## src/hw/rtl/scsa_pkg.sv

```systemverilog
// ----------------------------------------------------------------------------
// scsa_pkg: shared types and constants
// Codes, register reset values and controller/datapath link structs.
// ----------------------------------------------------------------------------
package scsa_pkg;

	localparam int unsigned NUM_BUCKETS_DEF      = 32;
	localparam int unsigned TICKS_PER_SECOND_DEF = 40000;
	localparam int unsigned BUCKET_RATE_DEF      = 100;

	localparam int unsigned IN_DATA_W  = 32;
	localparam int unsigned IN_USER_W  = 3;
	localparam int unsigned OUT_DATA_W = 320;
	localparam int unsigned CFG_IDX_W  = 3;
	localparam int unsigned CFG_DATA_W = 16;

	typedef enum logic [1:0] {
		OP_SAMPLE   = 2'd0,
		OP_CLEAR    = 2'd1,
		OP_RD_BKT   = 2'd2,
		OP_RD_CNT   = 2'd3
	} op_t;

	typedef enum logic [1:0] {
		DIR_UNKNOWN = 2'd0,
		DIR_FWD     = 2'd1,
		DIR_BACK    = 2'd2,
		DIR_RSVD    = 2'd3
	} dir_t;

	typedef enum logic [CFG_IDX_W-1:0] {
		CFG_OFS_A   = 3'd0,
		CFG_OFS_B   = 3'd1,
		CFG_REV     = 3'd2,
		CFG_ENERGIZE= 3'd3,
		CFG_RELEASE = 3'd4,
		CFG_MIN_RATE= 3'd5
	} cfg_idx_t;

	localparam logic [11:0] OFS_RST      = 12'd2048;
	localparam logic [12:0] ENERGIZE_RST = 13'd150;
	localparam logic [12:0] RELEASE_RST  = 13'd50;
	localparam logic [15:0] MIN_RATE_RST = 16'd10;

	typedef struct packed {
		logic [11:0] ofs_a;
		logic [11:0] ofs_b;
		logic        rev;
		logic [12:0] energize;
		logic [12:0] release_lvl;
		logic [15:0] min_rate;
	} cfg_t;

	typedef struct packed {
		logic [63:0] tick_sum;
		logic [63:0] peak_sum;
		logic [31:0] steps;
	} bucket_t;

	typedef enum logic [3:0] {
		ST_IDLE,
		ST_EVAL,
		ST_MOVE,
		ST_RETR,
		ST_DIV1_GO,
		ST_DIV1_WAIT,
		ST_HIST_RD,
		ST_HIST_WR,
		ST_BKT_RD,
		ST_OUT
	} state_t;

	typedef struct packed {
		logic load_in;
		logic eval;
		logic move_peak;
		logic move_retr;
		logic div1_start;
		logic hist_rd;
		logic hist_wr;
		logic bkt_rd;
		logic out_load;
	} cmd_t;

	typedef struct packed {
		op_t  op;
		logic hist_req;
		logic rate_ok;
		logic div_busy;
		logic out_free;
	} stat_t;

endpackage

```

## src/hw/rtl/scsa_ctrl.sv

```systemverilog
// ----------------------------------------------------------------------------
// scsa_ctrl: operation sequencer
// Steps the datapath through evaluate, position, rate, histogram, bucket read and output phases.
// ----------------------------------------------------------------------------
module scsa_ctrl (
	input  logic            clk,
	input  logic            arst_n,
	input  logic            in_fire,
	input  scsa_pkg::stat_t st,
	output logic            in_ready,
	output scsa_pkg::cmd_t  cmd
);
	import scsa_pkg::*;

	state_t state_q, state_d;

	always_ff @(posedge clk or negedge arst_n) begin
		if (!arst_n) begin
			state_q <= ST_IDLE;
		end else begin
			state_q <= state_d;
		end
	end

	always_comb begin
		state_d  = state_q;
		cmd      = '0;
		in_ready = 1'b0;
		unique case (state_q)
			ST_IDLE: begin
				in_ready    = 1'b1;
				cmd.load_in = in_fire;
				if (in_fire) state_d = ST_EVAL;
			end
			ST_EVAL: begin
				cmd.eval = 1'b1;
				unique case (st.op)
					OP_SAMPLE: state_d = ST_MOVE;
					OP_RD_BKT: state_d = ST_BKT_RD;
					default:   state_d = ST_OUT;
				endcase
			end
			ST_MOVE: begin
				cmd.move_peak = 1'b1;
				state_d       = ST_RETR;
			end
			ST_RETR: begin
				cmd.move_retr = 1'b1;
				state_d       = st.hist_req ? ST_DIV1_GO : ST_OUT;
			end
			ST_DIV1_GO: begin
				cmd.div1_start = 1'b1;
				state_d        = ST_DIV1_WAIT;
			end
			ST_DIV1_WAIT: begin
				if (!st.div_busy) state_d = st.rate_ok ? ST_HIST_RD : ST_OUT;
			end
			ST_HIST_RD: begin
				cmd.hist_rd = 1'b1;
				state_d     = ST_HIST_WR;
			end
			ST_HIST_WR: begin
				cmd.hist_wr = 1'b1;
				state_d     = ST_OUT;
			end
			ST_BKT_RD: begin
				cmd.bkt_rd = 1'b1;
				state_d    = ST_OUT;
			end
			ST_OUT: begin
				if (st.out_free) begin
					cmd.out_load = 1'b1;
					state_d      = ST_IDLE;
				end
			end
			default: state_d = ST_IDLE;
		endcase
	end
endmodule

```

## config.mk

```make
export PLATFORM = sky130hd
export DESIGN_NAME = scsa_ctrl
export DESIGN_NICKNAME = d
export VERILOG_FILES = /design/src/hw/rtl/scsa_pkg.sv /design/src/hw/rtl/scsa_ctrl.sv
export SDC_FILE = /design/constraint.sdc
export NUM_CORES = 1
export LEC_CHECK = 0
export BUFFER_PORTS_ARGS = -buffer_cell sky130_fd_sc_hd__buf_2
export CORE_AREA = 2 2 39 41
export CTS_CLUSTER_DIAMETER = 100
export DETAILED_ROUTE_END_ITERATION = 12
export DIE_AREA = 0 0 41 43
export PLACE_DENSITY_LB_ADDON = 0.1
export SLEW_MARGIN = 30
export SYNTH_ARGS = -nofsm -noshare
export SYNTH_HDL_FRONTEND = slang
export SYNTH_SLANG_ARGS = --single-unit
export TNS_END_PERCENT = 50
```

## constraint.sdc

```tcl
create_clock -name clk -period 1.5 [get_ports clk]
set_clock_uncertainty 0.05 [all_clocks]
set_input_delay 0.075 -clock clk [delete_from_list [all_inputs] [get_ports clk]]
set_output_delay 0.075 -clock clk [all_outputs]
set_load 0.02 [all_outputs]
```

==> impl_metrics.csv <==
group,metric,value,unit
synthesis,synth_most_common_cell,"nand2_1",
synthesis,ys_seq_elements,4,
final_layout,layout.nets,91,
final_layout,largest_reg_flops,4,
critical_path,path_buf_inv,1,
critical_path,required,1.37,ns
die,die_w,41,um
global_route,grt_max_degree,12,
sta,max_slew_margin,84.91,%
critical_path,crit_chain,"or2b_1, nor3_1, buf_2",
synthesis,synth_flop_cell,"dfrtp_1",
drt,drc,0,
synthesis,syn_area_per_cell,8.008,um^2
sta,setup_violations,0,
clock_network,clk_pin_slew,0.04,ns
clock_network,clock_path_buffers,2,
final_layout,drive_above_1_share,51.25,%
drt,wl,1131,um
critical_path,cpPeakStageDelay,0.48,ns
pwr,p_leak,0.3059,nW
sta,fin_crit_sh,96.78,%
placement,routabilityCongestion,0.7510,
sta,clock.fmax,0.6889,GHz
critical_path,critical_path.top_delay_family,"flip-flops",
synthesis,synth_top_area_share,22.73,%
hold_path,hold_class,"in -> reg",
sta,hold_viol_final,0,
global_route,antenna_found_initial,0,
placement,pre_cts_slack,0.08532,ns
global_route,grt_pass1_vias,429,
critical_path,cp_slowest_cell,"dfrtp_2",
drt,via_per_inst,5.042,
synthesis,synthTopCellsByCount,"nand2_1, dfrtp_1, nor2_1",
synthesis,syn-instance-count,55,
placement,dp_hpwl,845.3,um
critical_path,crit_path_max_fanout,10,
pwr,powerDensity,1742,nW/um^2
synthesis,synth_warnings,0,
synthesis,synth.distinct_cells,33,
final_layout,fin_cells,96,
sta,period_needed,1.452,ns
drt,vias,484,
outcome,status,"finished clean",
critical_path,cp.arrival,1.33,ns
die,core,1384,um^2
pwr,peakVddDrop,0.7401,mV
sta,setup_ws,0.04833,ns
final_layout,top_regs,"state_q x4",
clock_network,cts_root_buf,"clkbuf_4",
synthesis,netlist_area,440.4,um^2
global_route,grt_pass1_wl,1704,um
synthesis,synth_edf_count,0,
die,fp.dieH,43,um
sta,rsz0062_at_grt,"yes",
drt,drt_iter0_drc,6,
global_route,gr-usage-all-layers,15.01,%
synthesis,syn_nets,64,
synthesis,async_flop_share,100.0,%
clock_network,clkSinkCount,4,
drt,wl_per_cell,11.78,um
critical_path,start_kind,"flop",
clock_network,numCtsBuffers,3,
synthesis,yosysSeqAreaShare,22.73,%
final_layout,antennaDiodeCount,0,
die,pin_count,19,
global_route,overflow,0,
placement,numPortBuffers,18,
clock_network,cts-htree-levels,1,
drt,drt_first_pass_iters,4,
clock_network,clock_latency,0.25,ns
sta,maxSlewViolCount,0,
synthesis,yosys-top-cells-area,"dfrtp_1, nand2_1, o211ai_1",
final_layout,area.growth.synth_to_final,41.19,%
critical_path,endpoint_kind,"output port",
sta,worst_pin_slew,0.2240,ns
clock_network,cts_tree,"done",
die,initial_utilization,31.83,%
die,rows,14,
critical_path,critPathKind,"reg -> out",
drt,antenna_left,0,
die,die-area,1763,um^2
placement,dp.cells,88,
run,maxCapViolations,0,
synthesis,synth_top_area_cell,"dfrtp_1",
final_layout,top_register,"state_q",
layer usage:
metal	wire, um	vias up	GRT usage (%)
met5	0	-	0
met4	10	0	12.00
met3	71	2	4.712
met2	507	19	20.31
met1	542	216	18.51
li1	-	247	-
timing repair:
action / CTS / global route
hold endpoints to repair: 4 / 0
setup endpoints to repair: 5 / 5
gates resized for setup: 3 / 5
hold buffers: 1 / 0
setup buffers: 0 / 4
gates cloned: 0 / 0
pin swaps: 0 / 0
per-stage QoR:
step / total power, W / TNS (ns) / instance area, um^2 / util [%] / hold WS (ns)
after floorplan: 0.0007348 / 0 / 440.4 / - / -0.2706
after global placement: 0.0008940 / 0 / 541.8 / 39.15 / -0.1650
after detailed placement: 0.0008826 / 0 / 541.8 / 39.15 / -0.1616
after CTS: 0.001036 / 0 / 578.1 / 41.77 / 0.006930
after global routing: 0.001174 / -0.02591 / 621.8 / 44.94 / 0.02133
final: 0.001083 / 0 / 621.8 / 44.94 / 0.008179
path summary, 6_finish.rpt:
| path | startpoint | to | slack [ns] | cells after the start |
|---|---|---|---|---|
| max | state_q[1] | cmd[6] | 0.05 | 3 |
| min | st[0] | state_q[3] | 0.008 | 2 |
| max reg2reg | state_q[1] | state_q[2] | 0.17 | 4 |
| min reg2reg | state_q[3] | state_q[2] | 0.62 | 2 |
| max in group asynchronous | arst_n | state_q[0] | 1.14 | 2 |
| min in group asynchronous | arst_n | state_q[2] | 0.11 | 2 |
cell type report:
class,count,area [um^2]
Multi-Input combinational cell,44,305.3
Fill cell,158,762.0
Tap cell,16,20.02
Clock buffer,3,22.52
Inverter,3,11.26
Sequential cell,4,105.1
Timing Repair Buffer,26,157.7
cells in the final DEF (no fill, tap or decap), types with 2 or more instances in the layout:
| cell type | netlist | final |
|---|---|---|
| buf_4 | 2 | 9 |
| o22ai_1 | 2 | 2 |
| o211ai_1 | 3 | 3 |
| nor2_1 | 4 | 3 |
| buf_2 | 1 | 16 |
| nand2b_1 | 2 | 2 |
| nor3_1 | 3 | 2 |
| and2_1 | 2 | 2 |
| inv_1 | 3 | 3 |
| clkbuf_4 | 0 | 3 |
| nand2_1 | 7 | 7 |
| dfrtp_2 | 0 | 4 |
power by group:
group	internal [W]	switching, W
clock	0.0000899	0.0000505
sequential	0.000153	0.000100
combinational	0.000335	0.000355
cell families (layout without fill, tap and decap cells):
| kind of cell | count (synthesis) | count (layout) | share of synthesized area [%] |
|---|---|---|---|
| and+or+nand+nor | 27 | 27 | 36.93 |
| AOI/OAI and AO/OA | 17 | 17 | 30.68 |
| buffers and inverters | 7 | 32 | 9.657 |
| DFF | 4 | 4 | 22.73 |
worst reg2reg max path: stages (launching register included):
cell      delay (ns)
dfrtp_2         0.48
and3b_2         0.23
o21ai_1         0.15
o211ai_1        0.14
o22ai_1         0.19
Power figures use the tool's default switching activity.
